===== src/rtl/bwe_fifo.sv =====
// Small register FIFO used for the command queue and the result queue.
module bwe_fifo #(
  parameter int W     = 8,
  parameter int DEPTH = 4
) (
  input  logic         clk,
  input  logic         rst_n,
  input  logic         push,
  input  logic [W-1:0] wdata,
  output logic         full,
  input  logic         pop,
  output logic [W-1:0] rdata,
  output logic         empty
);

  localparam int PW = (DEPTH > 1) ? $clog2(DEPTH) : 1;
  localparam int CW = $clog2(DEPTH + 1);

  logic [W-1:0]  mem_r [DEPTH];
  logic [PW-1:0] wp_r, wp_nxt, rp_r, rp_nxt;
  logic [CW-1:0] cnt_r, cnt_nxt;
  logic          do_push, do_pop;

  assign full    = (cnt_r == CW'(DEPTH));
  assign empty   = (cnt_r == '0);
  assign do_push = push & ~full;
  assign do_pop  = pop & ~empty;
  assign rdata   = mem_r[rp_r];

  always_comb begin
    wp_nxt  = wp_r;
    rp_nxt  = rp_r;
    cnt_nxt = cnt_r;
    if (do_push) begin
      wp_nxt = (wp_r == PW'(DEPTH - 1)) ? '0 : PW'(wp_r + 1'b1);
    end
    if (do_pop) begin
      rp_nxt = (rp_r == PW'(DEPTH - 1)) ? '0 : PW'(rp_r + 1'b1);
    end
    if (do_push && !do_pop) begin
      cnt_nxt = CW'(cnt_r + 1'b1);
    end else if (do_pop && !do_push) begin
      cnt_nxt = CW'(cnt_r - 1'b1);
    end
  end

  always_ff @(posedge clk) begin
    if (!rst_n) begin
      wp_r  <= '0;
      rp_r  <= '0;
      cnt_r <= '0;
    end else begin
      wp_r  <= wp_nxt;
      rp_r  <= rp_nxt;
      cnt_r <= cnt_nxt;
    end
  end

  always_ff @(posedge clk) begin
    if (do_push) begin
      mem_r[wp_r] <= wdata;
    end
  end

endmodule


===== config.mk =====
export PLATFORM = sky130hd
export DESIGN_NAME = bwe_fifo
export DESIGN_NICKNAME = d
export VERILOG_FILES = /design/src/rtl/bwe_fifo.sv
export SDC_FILE = /design/constraint.sdc
export NUM_CORES = 1
export LEC_CHECK = 0
export ABC_AREA = 1
export BUFFER_PORTS_ARGS = -buffer_cell sky130_fd_sc_hd__buf_2
export CORE_ASPECT_RATIO = 1.4
export CORE_UTILIZATION = 55
export DETAILED_ROUTE_END_ITERATION = 10
export PLACE_DENSITY = 0.73
export SLEW_MARGIN = 20
export SYNTH_ARGS = -nofsm -noshare
export SYNTH_HDL_FRONTEND = slang
export SYNTH_SLANG_ARGS = --single-unit

===== constraint.sdc =====
create_clock -name clk -period 3.3 [get_ports clk]
set_input_delay 0.66 -clock clk [delete_from_list [all_inputs] [get_ports clk]]
set_output_delay 0.66 -clock clk [all_outputs]
set_load 0.02 [all_outputs]

==> parameters.txt, run 1 <==
Parameter                              Value

Setup path
  Critical path capture point type ... output pin
  Worst reg2reg path endpoint ... cnt_r[1]
  Reg2Reg Setup Slack ... about 1.4 ns
  Data arrival time of the worst path ... 1.71 ns
  Setup crit start kind ... flip-flop
  Cell depth of the worst flop-to-flop path ... 9
  Source of the worst register-to-register timing path ... cnt_r[1]
  CP max FO ... 17
  Data required time of the critical path ... approximately 2.6 ns
  WS Path Type ... reg -> out

Timing
  Share of the cycle needed by the critical path after routing ... a little under three quarters
  Max-slew violation total from the final report ... 0
  Clock Skews ... ~0.0030 ns
  Worst-Margin Slew ... around 0.8 ns
  Unrepaired setup endpoints after global routing ... no
  Worst slack on hold paths ... 0.515 ns
  Sum of negative setup slack ... 0 ns
  Fin crit period ... around 2.4 ns
  Hold Fails Final Rpt ... 0
  Achievable Freq ... around 0.42 GHz
  Max-slew headroom at the worst pin ... between 40% and 50%
  Setup-violating endpoint count in the final report ... 0

Logic synthesis
  Leading post-synthesis cells by instance count ... 33 x nor2_1, 32 x edfxtp_1, 18 x inv_1, 14 x nand2_1, 14 x o21ai_0
  Library cell with the highest instance count after synthesis ... nor2_1
  Ys async rst share ... 0%
  Flip-flop cell with the highest count after synthesis ... edfxtp_1
  Synthesized instance count ... about 150
  Sequential element share of the synthesized area ... approximately two thirds
  Cell types occupying the most area after synthesis ... edfxtp_1 57%, dfxtp_1 11%, nor2_1 7.3%
  Cell taking the most area after synthesis ... edfxtp_1
  Ys Warns ... 0
  Mapped Nets ... between 150 and 200
  Number of enable-type register cells in the synthesized netlist ... 32
  Portion of synthesized cell area occupied by the leading cell type ... 56.8%
  Total of flip-flops plus latches after synthesis ... between 40 and 50
  Post-synthesis cell type count ... 18
  Combined area of all synthesized cells ... around 0.0017 mm2
  Syn_area_per_cell ... ~11 um2

Final layout
  Final-stage net count ... 193
  Signed area change from the synthesized netlist to the final layout ... 12.6%
  Fill cells ... between 200 and 250
  Count of antenna diodes in the layout ... 0
  Final core occ ... 65.6%
  Fraction of final layout cells sized beyond drive strength 1 ... approximately 20%
  Final Instance Count excl. Fillers ... ~210

Floorplanning
  Starting Density ... 58.2%
  Die area ... approximately 0.0033 mm2
  Area of the core region ... 0.00291 mm2
  Cell Rows ... 23
  Floorplan die height ... around 68 um
  Horizontal die dimension ... around 50 um
  Top-level port count ... 22

Power and ir drop
  Final Total Pwr ... between 1.5 and 2 mW
  Areal power density over the cells ... ~800 mW/mm2
  Maximum VDD drop ... around 600 uV
  Static leakage power ... around 0.8 nW

Placed design
  Post-DP HPWL ... roughly 1900 um
  Weighted congestion reported at the end of routability-driven placement ... around 0.7
  Port bufs ... 21
  # placed instances ... 204

Routing
  Via density per instance ... just over 5
  Total number of vias ... approximately 1100
  Antenna-violating nets left ... 0
  Average wire per standard cell ... around 13 um
  Initial DRC count ... 17
  Post-detailed-routing wire length ... approximately 2700 um
  Detailed-router iteration count before antenna repair ... 4
  Post-detailed-route DRC marker count ... 0

Clock tree
  Clock sinks ... a little over 40
  Number of cells upsized or downsized after cts ... 0
  Cts-stage hold buffer count ... 0
  CTS HTree Levels ... 2
  Source-to-sink clock delay at the later pin of the worst-skew pair ... 0.29 ns
  Clock transition at path regs ... about 0.070 ns
  Clock root buffer ... clkbuf_8
  Bufs on Longest Clock Path ... 2
  Number of buffers created by CTS ... 5
  Buffers inserted by post-CTS timing repair ... 0
  Clock tree from TritonCTS ... built

GRT
  Vias in the first global route ... 973
  GR Overflow Total ... 0
  Overall fraction of global-route tracks in use ... a little under a fifth
  Largest net degree at the start of global routing ... 18
  Global-route wire length before repair ... 4290 um
  Antenna violations before repair ... 0

Worst hold path
  Startpoint of the lowest-slack hold path ... cnt_r[0]
  Worst hold-check path type ... reg -> reg
  Worst Hold Depth ... 2
  Hold worst-path end ... cnt_r[0]

Flow run
  Max-cap viol count ... 0

Run status
  Status ... finished clean
## sequential cells by signal, summed over array words and instances (netlist names), named ones only
signal / flops
wp_r: 2
rp_r: 2
cnt_r: 3
mem_r: 32
## cell type report
cell class	count	area, um2	area share [%]
tap	37	46.3	2.43
multi-input combinational	86	458	24.0
inverter	19	71.3	3.74
sequential	41	1140	59.8
clock inverter	3	16.3	0.853
timing repair buffer	21	105	5.51
clock buffer	5	68.8	3.61
## worst max path at each step
stage | startpoint | to | slack [ns] | cells past startpoint
2_1_floorplan | push | cnt_r[1] | 1.52 | 7
3_3_place_gp | flip-flop | rdata[0] | 1.30 | 4
3_5_place_dp | flip-flop | rdata[4] | 1.25 | 4
4_1_cts | flip-flop | rdata[7] | 0.93 | 4
5_1_grt | flip-flop | rdata[2] | 0.77 | 4
6_report | flip-flop | rdata[2] | 0.93 | 4
## power by group
part,internal [mW],switching [mW],total [mW]
logic,0.174,0.339,0.512
registers,0.643,0.0653,0.708
clock network,0.146,0.163,0.309
## critical path, stage by stage, from the launching register on
cell and delay (ns):
dfxtp_1 0.68, inv_2 0.26, o21ai_0 0.23, o22ai_1 0.08, buf_2 0.16
## cells by family (layout without fill, tap and decap cells)
family	after synthesis	after routing	synth area share, %
AND/OR/NAND/NOR	51	51	11.9
adder cells (fa/ha/maj)	7	7	5.62
AO/OA/AOI/OAI	28	28	9.53
flip-flops	41	41	67.4
buffers and inverters	21	48	5.54
## stage by stage
step	setup slack [ns]	area (um2)
after floorplan	1.52	1690
after global placement	1.30	1820
after detailed placement	1.25	1820
after CTS	0.927	1910
after global routing	0.775	1910
final	0.934	1910
## placed cells by master (no fill, tap or decap), drive strengths merged
| cell | count |
|---|---|
| nand3 | 1 |
| ha | 6 |
| o21ai | 18 |
| clkinv | 2 |
| inv | 20 |
| nor2 | 33 |
| buf | 21 |
| clkbuf | 5 |
| edfxtp | 32 |
| o22ai | 8 |
| fa | 1 |
| dfxtp | 9 |
| nand3b | 1 |
| nand2 | 15 |
| a21oi | 2 |
| nand4 | 1 |
## routing by layer
layer	vias to the layer above	share of wire [%]	global-route usage, %
met2	30	52	32.5
met5	-	0	0
met4	0	2.1	12.5
met1	488	41	19.2
met3	6	4.7	5.86
li1	550	-	-
(Power assumes the default switching activity.)
==> run 2, diff against run 1 <==
Clock period 3.3 ns to 2.24 ns, I/O delays scaled along.
==> run 2 against run 1 <==
Non-clock buffer count grew 5. Flip-flop and latch count is the same. Critical path type unchanged. Setup slack lost 0.62 ns. Clock-buffer cell count grew 1. Sequential power grew 45%. Via count grew 4.0%. Die area is the same.
==> parameters.txt, run 2 (synthesis gave the netlist of run 1 again) <==
Parameter                              Value

Final layout
  Registers with the most flip-flops ... mem_r: 32 flops, cnt_r: 3 flops
  Most used cells in the layout excluding fill and tap cells ... 33 x nor2_1, 32 x edfxtp_1, 21 x buf_2
  Fill cells ... 226 (-0.44%)
  Final Instance Count excl. Fillers ... 217 (+2.4%)
  Count of antenna diodes in the layout ... 0 (unchanged)
  Fraction of final layout cells sized beyond drive strength 1 ... 21.1% (+1.7 points)
  Signed area change from the synthesized netlist to the final layout ... 14.7%
  Reg with most FFs ... mem_r
  Area occupied by multi-input gates ... 458 um2 (unchanged)
  Largest register FFs ... 32 (unchanged)
  Most common library cell in the layout ignoring fill and taps ... nor2_1
  Final-stage net count ... 198 (+2.6%)
  Sequential cell area ... 0.00114 mm2 (unchanged)

Floorplanning
  Top-level port count ... 22 (unchanged)
  Horizontal die dimension ... 48.9 um (unchanged)
  Floorplan die height ... 67.6 um (unchanged)
  Starting Density ... 58.2% (unchanged)
  Die area ... 0.00331 mm2 (unchanged)
  Area of the core region ... 0.00291 mm2 (unchanged)
  Cell Rows ... 23 (unchanged)

Clock tree
  Clock transition at path regs ... 0.07 ns (about the same)
  Clock tree from TritonCTS ... built
  Clock root buffer ... clkbuf_8
  CTS HTree Levels ... 2 (unchanged)
  Number of cells upsized or downsized after cts ... 0 (unchanged)
  Number of buffers created by CTS ... 5 (unchanged)
  Bufs on Longest Clock Path ... 2 (unchanged)
  Clock sinks ... 41 (unchanged)
  Cts-stage hold buffer count ... 0 (unchanged)
  Source-to-sink clock delay at the later pin of the worst-skew pair ... 0.29 ns (about the same)
  Buffers inserted by post-CTS timing repair ... 0 (unchanged)

Power and ir drop
  Switching portion of total power ... 36.9% (-0.19 points)
  Maximum VDD drop ... 823 uV (+36%)
  Clock Power Share ... 19.5% (-0.7 points)
  Net switching power of the design ... 0.840 mW (+48%)
  Sequential power share ... 45.1% (-1.2 points)
  Areal power density over the cells ... 1170 mW/mm2 (+46%)
  Static leakage power ... 0.804 nW (+3.0%)
  Internal power ... 1.44 mW (+49%)
  Share of power burned in combinational logic ... 35.4% (+1.9 points)

GRT
  Global-route wire length before repair ... 4480 um (+4.4%)
  Antenna violations before repair ... 0 (unchanged)
  Largest net degree at the start of global routing ... 17 (-1)
  Vias in the first global route ... 1105 (+14%)
  GR Overflow Total ... 0 (unchanged)
  Overall fraction of global-route tracks in use ... 19.2% (+0.66 points)

Setup path
  Chain of cells forming the critical path ... inv_1 > o21ai_0 > o22ai_1 > buf_2
  CP max FO ... 9 (-8)
  Worst setup endpoint ... rdata[0]
  Slowest Stage Delay on Critical Path ... 0.42 ns (-0.26 ns)
  Worst reg2reg path endpoint ... cnt_r[1]
  WS Path Type ... reg -> out
  Cell depth of the worst flop-to-flop path ... 9 (unchanged)
  Critical path capture point type ... output pin
  Data arrival time of the worst path ... 1.48 ns (-0.23 ns)
  Setup crit start kind ... flip-flop
  Reg2Reg Setup Slack ... 0.38 ns (-1.04 ns)
  Slowest cell on crit path ... dfxtp_1
  Data required time of the critical path ... 1.79 ns (-0.85 ns)
  Source of the worst register-to-register timing path ... cnt_r[1]

Routing
  Total number of vias ... 1117 (+4.0%)
  Via density per instance ... 5.15 (+1.6%)
  Post-detailed-routing wire length ... 2820 um (+5.4%)
  Initial DRC count ... 30 (+13)
  Post-detailed-route DRC marker count ... 0 (unchanged)
  Detailed-router iteration count before antenna repair ... 5 (+1)
  Average wire per standard cell ... 13.0 um (+2.9%)
  Antenna-violating nets left ... 0 (unchanged)

Flow run
  Max-cap viol count ... 0 (unchanged)

Timing
  Share of the cycle needed by the critical path after routing ... a little under nine tenths
  Sum of negative setup slack ... 0 ns (unchanged)
  Clock Skews ... 0.00380 ns (+0.000785 ns)
  Worst slack on hold paths ... 0.367 ns (-0.148 ns)
  Max-slew headroom at the worst pin ... 76.7% (+31 points)
  Max-slew violation total from the final report ... 0 (unchanged)
  Worst-Margin Slew ... 0.349 ns (-0.467 ns)
  Achievable Freq ... between 0.5 and 0.6 GHz
  Hold Fails Final Rpt ... 0 (unchanged)
  Setup-violating endpoint count in the final report ... 0 (unchanged)
  Unrepaired setup endpoints after global routing ... no
  Fin crit period ... approximately 1.9 ns

Worst hold path
  Worst hold-check path type ... in -> reg

Placed design
  Port bufs ... 21 (unchanged)
  # placed instances ... 209 (+2.5%)
  Post-DP HPWL ... 1990 um (+6.8%)
  Weighted congestion reported at the end of routability-driven placement ... 0.730 (+1.8%)

Run status
  Status ... finished clean
## run 2: changes by cell type in the layout (fill, tap and decap cells not counted), sizes merged
cell    previous run  this run
buf               21        26
clkbuf             5         6
inv               20        19
## run 2: metrics by stage
step	power, mW	util [%]	cell area (um2)	setup slack, ns
floorplan	1.61	-	1690	0.550
global placement	1.80	64.0	1860	0.470
detailed placement	1.85	64.0	1860	0.392
CTS	2.29	66.8	1940	0.320
global route	2.41	66.8	1940	0.222
finish	2.28	66.8	1940	0.316
## run 2: worst max-delay path: cells and delay by family (launching register included)
kind	cells	cell delay, ns
buffers and inverters	2	0.47
AO/OA/AOI/OAI	2	0.30
flip-flops	1	0.42
## run 2: worst min path at each step
stage,from,to,cells past startpoint
final,wdata[7],mem_r[2][7],1
after global routing,wdata[7],mem_r[2][7],1
after CTS,wdata[1],mem_r[0][1],1
after detailed placement,cnt_r[0],cnt_r[0],2
after global placement,cnt_r[0],cnt_r[0],2
after floorplan,cnt_r[0],cnt_r[0],2
## run 2: metal layers
layer  vias up  routed length [um]  GRT usage (%)
met2        25                1570           37.8
met4         0                  57           12.9
met3         5                 123           5.86
met1       524                1070           16.4
li1        563                   -              -
met5         -                   0              0
## run 2: final cells by class
class | count | area share (%)
Timing Repair Buffer | 26 | 7.35
Clock inverter | 2 | 0.515
Multi-Input combinational cell | 86 | 23.6
Inverter | 19 | 3.67
Tap cell | 37 | 2.38
Sequential cell | 41 | 58.8
Clock buffer | 6 | 3.74
## run 2: power by group through the flow
stage               clock network (mW)  logic, mW  registers, mW
floorplan                            0      0.583           1.02
global placement                     0      0.761           1.04
detailed placement                   0      0.802           1.04
CTS                              0.454      0.806           1.03
global route                     0.478      0.894           1.04
finish                           0.444      0.806           1.03
