**src/rtl/bwe_pkg.sv**
```systemverilog
// Shared types, codes and constants of the byte-pair word encoder.
package bwe_pkg;

  localparam int ID_W           = 16;
  localparam int SLOT_W         = 12;
  localparam int BYTE_W         = 8;
  localparam int CNT_W          = 13;
  localparam int DEF_MAX_RULES  = 4096;
  localparam int DEF_MAX_WORD   = 32;
  localparam int DEF_TOKEN_BITS = 16;
  localparam int Q_DEPTH        = 4;

  localparam logic [BYTE_W-1:0] SEP_LIMIT = 8'd32;

  localparam logic FUNC_RULE = 1'b0;
  localparam logic FUNC_BYTE = 1'b1;

  localparam logic CFG_BOS   = 1'b0;
  localparam logic CFG_RULES = 1'b1;

  typedef struct packed {
    logic              func;
    logic [SLOT_W-1:0] rule_slot;
    logic [ID_W-1:0]   pair_left;
    logic [ID_W-1:0]   pair_right;
    logic [ID_W-1:0]   merged_token;
    logic [BYTE_W-1:0] text_byte;
    logic              text_last;
  } in_item_t;

  typedef struct packed {
    logic [ID_W-1:0] token_id;
    logic            has_token;
    logic            text_end;
    logic            word_cut;
  } out_item_t;

  typedef struct packed {
    logic              is_byte;
    logic              bos;
    logic              sep;
    logic              last;
    logic              slot_ok;
    logic [SLOT_W-1:0] slot;
    logic [ID_W-1:0]   left;
    logic [ID_W-1:0]   right;
    logic [ID_W-1:0]   merged;
    logic [BYTE_W-1:0] text_byte;
  } cmd_t;

endpackage

```
**src/rtl/bwe_front.sv**
```systemverilog
// Front end: accepts input items, tracks text state and classifies them into commands.
module bwe_front #(
  parameter int MAX_RULES = bwe_pkg::DEF_MAX_RULES
) (
  input  logic              clk,
  input  logic              rst_n,
  input  logic              in_push,
  input  bwe_pkg::in_item_t in_item,
  output logic              in_full,
  output logic              cmd_push,
  output bwe_pkg::cmd_t     cmd,
  input  logic              cmd_full
);
  import bwe_pkg::*;

  logic inside_r, inside_nxt;
  logic accept;

  assign accept   = in_push & ~cmd_full;
  assign in_full  = cmd_full;
  assign cmd_push = in_push;

  always_comb begin
    cmd.is_byte   = (in_item.func == FUNC_BYTE);
    cmd.bos       = ~inside_r;
    cmd.sep       = (in_item.text_byte <= SEP_LIMIT);
    cmd.last      = in_item.text_last;
    cmd.slot_ok   = (32'(in_item.rule_slot) < 32'(MAX_RULES));
    cmd.slot      = in_item.rule_slot;
    cmd.left      = in_item.pair_left;
    cmd.right     = in_item.pair_right;
    cmd.merged    = in_item.merged_token;
    cmd.text_byte = in_item.text_byte;
  end

  always_comb begin
    inside_nxt = inside_r;
    if (accept && in_item.func == FUNC_BYTE) begin
      inside_nxt = ~in_item.text_last;
    end
  end

  always_ff @(posedge clk) begin
    if (!rst_n) begin
      inside_r <= 1'b0;
    end else begin
      inside_r <= inside_nxt;
    end
  end

endmodule

```
**config.mk**
```make
export PLATFORM = sky130hd
export DESIGN_NAME = bwe_front
export DESIGN_NICKNAME = d
export VERILOG_FILES = /design/src/rtl/bwe_pkg.sv /design/src/rtl/bwe_front.sv
export SDC_FILE = /design/constraint.sdc
export NUM_CORES = 1
export LEC_CHECK = 0
export BUFFER_PORTS_ARGS = -buffer_cell sky130_fd_sc_hd__buf_2
export CAP_MARGIN = 20
export CORE_ASPECT_RATIO = 0.8
export CORE_UTILIZATION = 20
export CTS_CLUSTER_DIAMETER = 80
export DETAILED_ROUTE_END_ITERATION = 8
export GPL_TIMING_DRIVEN = 1
export HOLD_SLACK_MARGIN = 0.1
export PLACE_DENSITY = 0.84
export SLEW_MARGIN = 0
export SYNTH_ARGS = -nofsm -noshare
export SYNTH_HDL_FRONTEND = slang
export SYNTH_SLANG_ARGS = --single-unit
```
**constraint.sdc**
```tcl
create_clock -name clk -period 0.8 [get_ports clk]
set_clock_uncertainty 0.1 [all_clocks]
set_input_delay 0 -clock clk [delete_from_list [all_inputs] [get_ports clk]]
set_output_delay 0 -clock clk [all_outputs]
set_load 0.005 [all_outputs]
```
==> results of run 1 <==
## final timing paths
path | startpoint | endpoint | slack [ns] | depth (start not counted)
max | in_item[4] | cmd[70] | -0.18 | 4
min | in_item[4] | cmd[3] | 0.07 | 2
max reg2reg | inside_r | inside_r | 0.13 | 2
min reg2reg | inside_r | inside_r | 0.37 | 2
## layout by cell type, fill, tap and decap left out, drive strengths merged
cell,n
nand3b,1
nand2b,1
conb,1
dlygate4sd3,60
or4,1
inv,1
buf,29
nand2,1
mux2i,1
or3,1
dfxtp,1
o32ai,1
## kinds of logic (layout without fill, tap and decap cells)
kind of cell | count (synthesis) | count (layout)
other cells | 1 | 1
simple gates | 5 | 5
flops | 1 | 1
compound gates | 1 | 1
mux | 1 | 1
buf+inv | 74 | 90
## per-stage QoR
step	worst slack, ns	util (%)	total power, uW	instance area [um^2]
global placement	-0.157	9.59	149	275
detailed placement	-0.196	9.59	150	275
global route	-0.192	31.3	467	900
finish	-0.178	31.3	438	900
floorplan	0.0573	-	361	626
CTS	-0.164	31.1	431	893
## timing repair
action                                  in CTS  in global routing
resized for setup                            3                  1
setup buffers                                0                  0
hold endpoints to repair                    70                  5
endpoints found under the setup margin       1                  1
## routing by layer
metal	part of all wire [%]	GRT usage, %
met1	28	9.04
met2	61	14.6
met3	9.0	1.32
met4	1.6	2.22
met5	0	0
## worst register-to-register path, cell delays in order (launching register included)
cell and delay (ns):
dfxtp_1 0.30, nand2_1 0.05, mux2i_1 0.13
## power breakdown
part | internal, uW | switching, uW | total [uW]
sequential | 52.7 | 0.771 | 53.4
clock | 0 | 0 | 0
combinational | 264 | 120 | 384
## final cells by class
| type | count | area (um^2) | area share (%) |
|---|---|---|---|
| Sequential cell | 1 | 20.0 | 2.23 |
| Multi-Input combinational cell | 8 | 65.1 | 7.23 |
| Timing Repair Buffer | 89 | 763 | 84.8 |
| Inverter | 1 | 3.75 | 0.417 |
| Tap cell | 38 | 47.5 | 5.29 |
==> impl_metrics.tcl, run 1 <==
set metrics [dict create \
    status "complete, but fails checks" \
    violations "setup timing" \
    antenna_found_initial 0 \
    netlist_instances 83 \
    nFillCells 290 \
    finalMaxSlewViolations 0 \
    min_path_type "in -> out" \
    synth-edff-count 0 \
    grt_max_degree 3 \
    post_drt_via_cell_ratio 3.55 \
    largest_reg_flops 1 \
    die_w_um 64.5 \
    leakage_uw 0.000402 \
    synth-seq-cells 1 \
    grt_pass1_vias 446 \
    ctsHoldBuffers 60 \
    worstPathRequired_ns 0.70 \
    drive_gt1_share_pct 31.3 \
    drv_cap 0 \
    yosys.area_share.simple_pct 5.00 \
    fin_crit_ns 0.978 \
    tns_ns -0.178 \
    port_buffers 27 \
    synth.avg_cell_area_um2 7.54 \
    power_per_cell_area_nw_per_um2 486 \
    worst_ep_arrival_time_ns 0.88 \
    finalNetCount 175 \
    largest_registers "inside_r: 1 flops" \
    instances_no_fill 137 \
    synth_xor_area_share_pct 0 \
    critPathLaunchType "input pin" \
    diodes 0 \
    synth_top_cell_area_share_pct 87.6 \
    seq_area_frac_synth_pct 3.20 \
    ys.flop_type "dfxtp_1" \
    rsz0062_at_grt "yes" \
    hold_violations 0 \
    wl_per_cell_um 11.8 \
    holdWs_ns 0.0696 \
    cp_max_fo 2 \
    fmax_ghz 1.02 \
    worstSkewPairLatency_ns 0 \
    dpl.hpwl_um 734 \
    firstDrtPassIters 2 \
    criticalPathCategory "in -> out" \
    ios 149 \
    synthArstFlopShare_pct 0 \
    setup_ws_ns -0.178 \
    die_height_um 52.0 \
    setup_viol 1 \
    syn_area_um2 626 \
    wl_um 1620 \
    gr-total-overflow 0 \
    synthAdderAreaFrac_pct 0 \
    synth_compound_area_share_pct 1.40 \
    path_cells "buf_6 > or4_4 > o32ai_2 > buf_2" \
    yosys-top-cells-area "buf_4 (88%), dfxtp_1 (3.2%), mux2i_1 (1.6%), o32ai_1 (1.4%), nand3b_1 (1.2%)" \
    gr-usage-all-layers_pct 7.76 \
    grt_pass1_wl_um 2150 \
    dr_total_vias 486 \
    cp_slowest_cell "or4_4" \
    synthesis.nets 157 \
    coreArea_um2 2870 \
    synth_top_family_by_area "buffers and inverters" \
    drt_iter0_drc 5 \
    synth_area_leader_cell "buf_4" \
    drc 0 \
    fp.dieArea_um2 3360 \
    largest_register "inside_r" \
    synth_cell_types 11 \
    area_growth_pct 43.8 \
    initial_core_util_pct 21.8 \
    ys_warn_count 0 \
    worst-path-buf-inv 2 \
    synth_most_common_cell "buf_4" \
    cpPeakStageDelay_ns 0.53 \
    placedCellCount 77 \
    finalCritPeriodShare_pct 122 \
    synth_mux_area_share_pct 1.60 \
    place_congestion 0.526 \
    critical-path-top-delay-family "simple AND/OR/NAND/NOR gates" \
    vdd.ir_drop.worst_mv 0.222 \
    drt.antenna.violating_nets 0 \
    row_count 17 \
    worst_setup_path_end_kind "output port" \
]
Note: power is estimated with default switching activity, not from simulation.
==> run 2: changes to the inputs <==
--- a/config.mk
+++ b/config.mk
@@ -5,15 +5,16 @@
 export SDC_FILE = /design/constraint.sdc
 export NUM_CORES = 1
 export LEC_CHECK = 0
+export ABC_AREA = 1
 export BUFFER_PORTS_ARGS = -buffer_cell sky130_fd_sc_hd__buf_2
 export CAP_MARGIN = 20
 export CORE_ASPECT_RATIO = 0.8
-export CORE_UTILIZATION = 20
+export CORE_UTILIZATION = 23
 export CTS_CLUSTER_DIAMETER = 80
 export DETAILED_ROUTE_END_ITERATION = 8
 export GPL_TIMING_DRIVEN = 1
 export HOLD_SLACK_MARGIN = 0.1
-export PLACE_DENSITY = 0.84
+export PLACE_DENSITY = 0.87
 export SLEW_MARGIN = 0
 export SYNTH_ARGS = -nofsm -noshare
 export SYNTH_HDL_FRONTEND = slang
==> constraint.sdc (replaced) <==
create_clock -name clk -period 1.1 [get_ports clk]
set_clock_uncertainty 0.1 [all_clocks]
set_input_delay 0 -clock clk [delete_from_list [all_inputs] [get_ports clk]]
set_output_delay 0 -clock clk [all_outputs]
set_load 0.005 [all_outputs]
==> run 2 against run 1 <==
Net effect:
- the flow now finishes without violations
- sequential share of layout area down 0.23 points
- highest routed layer is now met3
- via count grew 19%
- worst hold slack improved by 0.032 ns
- cell count increased by 18%
- register-to-register slack gained 0.32 ns
- worst setup slack better by 0.23 ns
- critical endpoint is now inside_r
==> impl_metrics.tcl, run 2 <==
set metrics [dict create \
    p_clk_share_pct 0 \
    holdPathStages 2 \
    cts.clk_slew.worst_paths_ns 0 \
    grt_pass1_vias 513 \
    critPathLaunchType "input pin" \
    drv_cap 0 \
    seqPwrFrac_pct 11.6 \
    ios 149 \
    die_height_um 50.2 \
    rrSetupSlack_ns 0.45 \
    synthArstFlopShare_pct 0 \
    min_path_type "in -> out" \
    dpl_worst_slack_ns 0.423 \
    yosys-top-cells-area "buf_4 (82%), inv_1 (5.1%), nand2_1 (4.5%), dfxtp_1 (3.0%), nor2_1 (2.8%)" \
    wl_per_cell_um 10.4 \
    worst_setup_path_end_kind "flip-flop" \
    initial_core_util_pct 24.1 \
    synth.avg_cell_area_um2 6.74 \
    cp_max_fo 2 \
    synthTopCellsByCount "buf_4 (73), inv_1 (9), nand2_1 (8), nor2_1 (5)" \
    synth_most_common_cell "buf_4" \
    leakage_uw 0.000485 \
    drt.antenna.violating_nets 0 \
    grt_pass1_wl_um 2150 \
    p_int_uw 246 \
    port_buffers 27 \
    largest_reg_flops 1 \
    finalNetCount 199 \
    power.share.switching_pct 28.4 \
    seq_area_frac_synth_pct 3.00 \
    ys_warn_count 0 \
    ys.flop_type "dfxtp_1" \
    setup_viol 0 \
    worstPathRequired_ns 0.89 \
    place_congestion 0.504 \
    finalMaxSlewViolations 0 \
    cts_resized 0 \
    synth_area_leader_cell "buf_4" \
    synthesis.nets 173 \
    dr_total_vias 579 \
    worst_ep_arrival_time_ns 0.83 \
    worstHoldStart "in_item[69]" \
    worstSkewPairLatency_ns 0 \
    gr-total-overflow 0 \
    die_w_um 62.2 \
    row_count 17 \
    drc 0 \
    largest_registers "inside_r: 1 flops" \
    mostFrequentLayoutCell "dlygate4sd3_1" \
    crit_start "in_item[0]" \
    firstDrtPassIters 6 \
    netlist_instances 99 \
    hold_end "cmd[72]" \
    rr_worst_depth 2 \
    power_frac_comb_pct 88.4 \
    timing.rr.start "inside_r" \
    post_drt_via_cell_ratio 3.60 \
    p_switching_uw 97.7 \
    setup_ws_ns 0.0521 \
    finalCritPeriodShare_pct 95.3 \
    fmax_ghz 0.954 \
    synth_top_cell_area_share_pct 82.2 \
    rsz0062_at_grt "no" \
    fin_crit_ns 1.05 \
    synth-seq-cells 1 \
    status "complete, no violations" \
    vdd.ir_drop.worst_mv 0.245 \
    dpl.hpwl_um 688 \
    synth_cell_types 8 \
    hold_violations 0 \
    wl_um 1670 \
    drt_iter0_drc 8 \
    fp.dieArea_um2 3120 \
    regToRegEndpoint "inside_r" \
    antenna_found_initial 0 \
    synth-edff-count 0 \
    syn_area_um2 667 \
    criticalPathCategory "in -> reg" \
    tns_ns 0 \
    largest_register "inside_r" \
    diodes 0 \
    mostFrequentLayoutCells "dlygate4sd3_1 (70), buf_2 (27), inv_1 (9)" \
    area_growth_pct 50.3 \
    power_per_cell_area_nw_per_um2 343 \
    drive_gt1_share_pct 22.0 \
    gr-usage-all-layers_pct 8.26 \
    grt_max_degree 4 \
    coreArea_um2 2770 \
]
-- run 2: cell types whose count changed after synthesis, sizes merged --
| cell | before | now |
|---|---|---|
| inv | 1 | 9 |
| nand2 | 1 | 8 |
| nor2 | 0 | 5 |
| mux2i | 1 | 0 |
| nand2b | 1 | 0 |
| nand3b | 1 | 0 |
| nand4 | 0 | 1 |
| o32ai | 1 | 0 |
| or2 | 0 | 1 |
| or3 | 1 | 0 |
| or4 | 1 | 0 |
-- run 2: metrics by stage --
step / area (um^2) / cells / power [uW] / utilization (%) / hold slack [ns]
2_1_floorplan: 667 / 99 / 272 / - / -0.0192
3_3_place_gp: 302 / 91 / 115 / 10.9 / -0.100
3_5_place_dp: 302 / 91 / 116 / 10.9 / -0.100
4_1_cts: 1000 / 161 / 339 / 36.2 / 0.102
5_1_grt: 1000 / 161 / 366 / 36.2 / 0.112
6_report: 1000 / 161 / 344 / 36.2 / 0.102
-- run 2: what timing repair did --
item | CTS | global route
hold endpoints to repair | 70 | 0
setup buffers | 0 | 0
hold buffers | 70 | 0
-- run 2: routing by layer --
metal  vias to the layer above  part of all wire, %  global-route usage, %
met2                        59                   63                   19.6
met1                       256                   28                   7.48
li1                        264                    -                      -
met5                         -                    0                      0
met4                         0                    0                  0.775
met3                         0                  8.7                  0.909
-- run 2: cell type report --
type,instances,area [um^2]
fillers,281,1760
repair buffers,97,836
multi-input cells,16,65.1
well taps,38,47.5
inverters,9,33.8
flip-flops and latches,1,20.0
-- run 2: power groups by stage --
stage	clock network, uW	registers (uW)	logic [uW]
2_1_floorplan	0	39.6	232
3_3_place_gp	0	39.7	75.3
3_5_place_dp	0	39.8	76.2
4_1_cts	0	39.8	300
5_1_grt	0	40.0	326
6_report	0	39.8	304
-- run 2: worst max-delay path by stage --
stage,to,depth (start not counted)
2_1_floorplan,inside_r,2
3_3_place_gp,cmd[70],6
3_5_place_dp,cmd[70],6
4_1_cts,inside_r,5
5_1_grt,inside_r,5
6_report,inside_r,5
-- run 2: worst max-delay path: stages --
cell,delay [ns]
dlygate4sd3_1,0.52
buf_2,0.11
nand4_1,0.10
nand2_1,0.07
nor2_1,0.03
-- run 2: cell families (layout without fill, tap and decap cells) --
| kind of cell | after synthesis | after routing | share of synthesized area (%) |
|---|---|---|---|
| buf+inv | 82 | 106 | 87.2 |
| simple gates | 15 | 15 | 9.19 |
| other cells | 1 | 1 | 0.562 |
| flops | 1 | 1 | 3.00 |
==> run 3: changes to the inputs <==
==> constraint.sdc (replaced) <==
create_clock -name clk -period 1 [get_ports clk]
set_clock_uncertainty 0.1 [all_clocks]
set_input_delay 0 -clock clk [delete_from_list [all_inputs] [get_ports clk]]
set_output_delay 0 -clock clk [all_outputs]
set_load 0.005 [all_outputs]
==> run 3 against run 2 <==
Net effect:
- wire length is 1.3% higher
- via count is 0.35% higher
- first-iteration DRC count shrank 13%
- critical path depth down 2
- critical endpoint is now cmd_push
- largest cell class unchanged
==> impl_metrics.tcl, run 3 (synthesis results as in run 2) <==
set metrics [dict create \
    mostFrequentLayoutCell "dlygate4sd3_1" \
    hold_violations 0 \
    cpMostUsedCell "buf_2" \
    cp_max_fo 3 \
    post_drt_via_cell_ratio 3.61 \
    dpl_worst_slack_ns 0.323 \
    fp.dieArea_um2 3120 \
    grt_pass1_vias 519 \
    seqPwrFrac_pct 11.5 \
    drt_iter0_drc 7 \
    utilization_pct 36.2 \
    mostFrequentLayoutCells "dlygate4sd3_1 (70), buf_2 (27), inv_1 (9)" \
    fin_crit_ns 0.903 \
    post-cts-setup-buffers 0 \
    largest_registers "inside_r: 1 flops" \
    finalCritPeriodShare_pct 90.3 \
    setup_ws_ns 0.0972 \
    dpl.hpwl_um 688 \
    path_cells "buf_2 > dlygate4sd3_1 > buf_2" \
    wl_um 1690 \
    cp_slowest_cell "dlygate4sd3_1" \
    worst_ep_arrival_time_ns 0.80 \
    min_path_type "in -> out" \
    diodes 0 \
    finalMaxSlewViolations 0 \
    port_buffers 27 \
    p_clk_share_pct 0 \
    vdd.ir_drop.worst_mv 0.260 \
    critPathLaunchType "input pin" \
    firstDrtPassIters 6 \
    power_uw 379 \
    ios 149 \
    worstSkewPairLatency_ns 0 \
    drt.antenna.violating_nets 0 \
    largest_register "inside_r" \
    status "complete, no violations" \
    critical-path-top-delay-family "buffers and inverters" \
    drv_cap 0 \
    die_w_um 62.2 \
    setup_viol 0 \
    grt_max_degree 4 \
    initial_core_util_pct 24.1 \
    power.share.switching_pct 28.5 \
    drive_gt1_share_pct 22.0 \
    worst_setup_path_end_kind "output port" \
    die_height_um 50.2 \
    p_int_uw 271 \
    grt_pass1_wl_um 2190 \
    p_switching_uw 108 \
    area_growth_pct 50.3 \
    dr_total_vias 581 \
    gr-usage-all-layers_pct 8.40 \
    leakage_uw 0.000485 \
    power_per_cell_area_nw_per_um2 378 \
    worst-path-buf-inv 3 \
    criticalPathCategory "in -> out" \
    gr-total-overflow 0 \
    coreArea_um2 2770 \
    cpPeakStageDelay_ns 0.56 \
    largest_reg_flops 1 \
    worstPathRequired_ns 0.90 \
    antenna_found_initial 0 \
    row_count 17 \
    fmax_ghz 1.11 \
    tns_ns 0 \
    rsz0062_at_grt "no" \
    cts_resized 0 \
    drc 0 \
    power_frac_comb_pct 88.5 \
    finalNetCount 199 \
    place_congestion 0.504 \
    wl_per_cell_um 10.5 \
]
[run 3: cell counts in the layout (fill, tap and decap cells not counted)]
Identical to the previous run, type by type.
[run 3: final timing paths]
check             cells after the start  slack, ns         from  endpoint
setup / recovery                      3        0.1      in_push  cmd_push
setup reg to reg                      2       0.35     inside_r  inside_r
hold reg to reg                       2       0.38     inside_r  inside_r
hold / removal                        2       0.10  in_item[69]   cmd[72]
[run 3: what timing repair did]
item,in CTS,in global routing
hold buffers,70,0
endpoints found under the hold margin,70,0
endpoints found under the setup margin,0,0
[run 3: power groups by stage]
stage	combinational [uW]	sequential, uW	clock [uW]
floorplan	256	43.6	0
global placement	82.8	43.7	0
detailed placement	83.9	43.8	0
CTS	329	43.8	0
global route	360	44.0	0
finish	335	43.7	0
[run 3: per-layer routing]
layer	up-vias	global-route usage, %	part of all wire (%)
met4	0	0	0
li1	265	-	-
met1	257	7.76	28
met2	59	20.3	63
met5	-	0	0
met3	0	0.682	8.6
[run 3: layout make-up]
type	count	area, um^2
tap	38	47.5
sequential	1	20.0
inverter	9	33.8
fill	281	1760
timing repair buffer	97	836
multi-input combinational	16	65.1
[run 3: through the flow]
stage	instances	instance area, um^2	hold slack [ns]
finish	161	1000	0.101
global route	161	1000	0.112
CTS	161	1000	0.102
detailed placement	91	302	-0.100
global placement	91	302	-0.100
floorplan	99	667	-0.0192
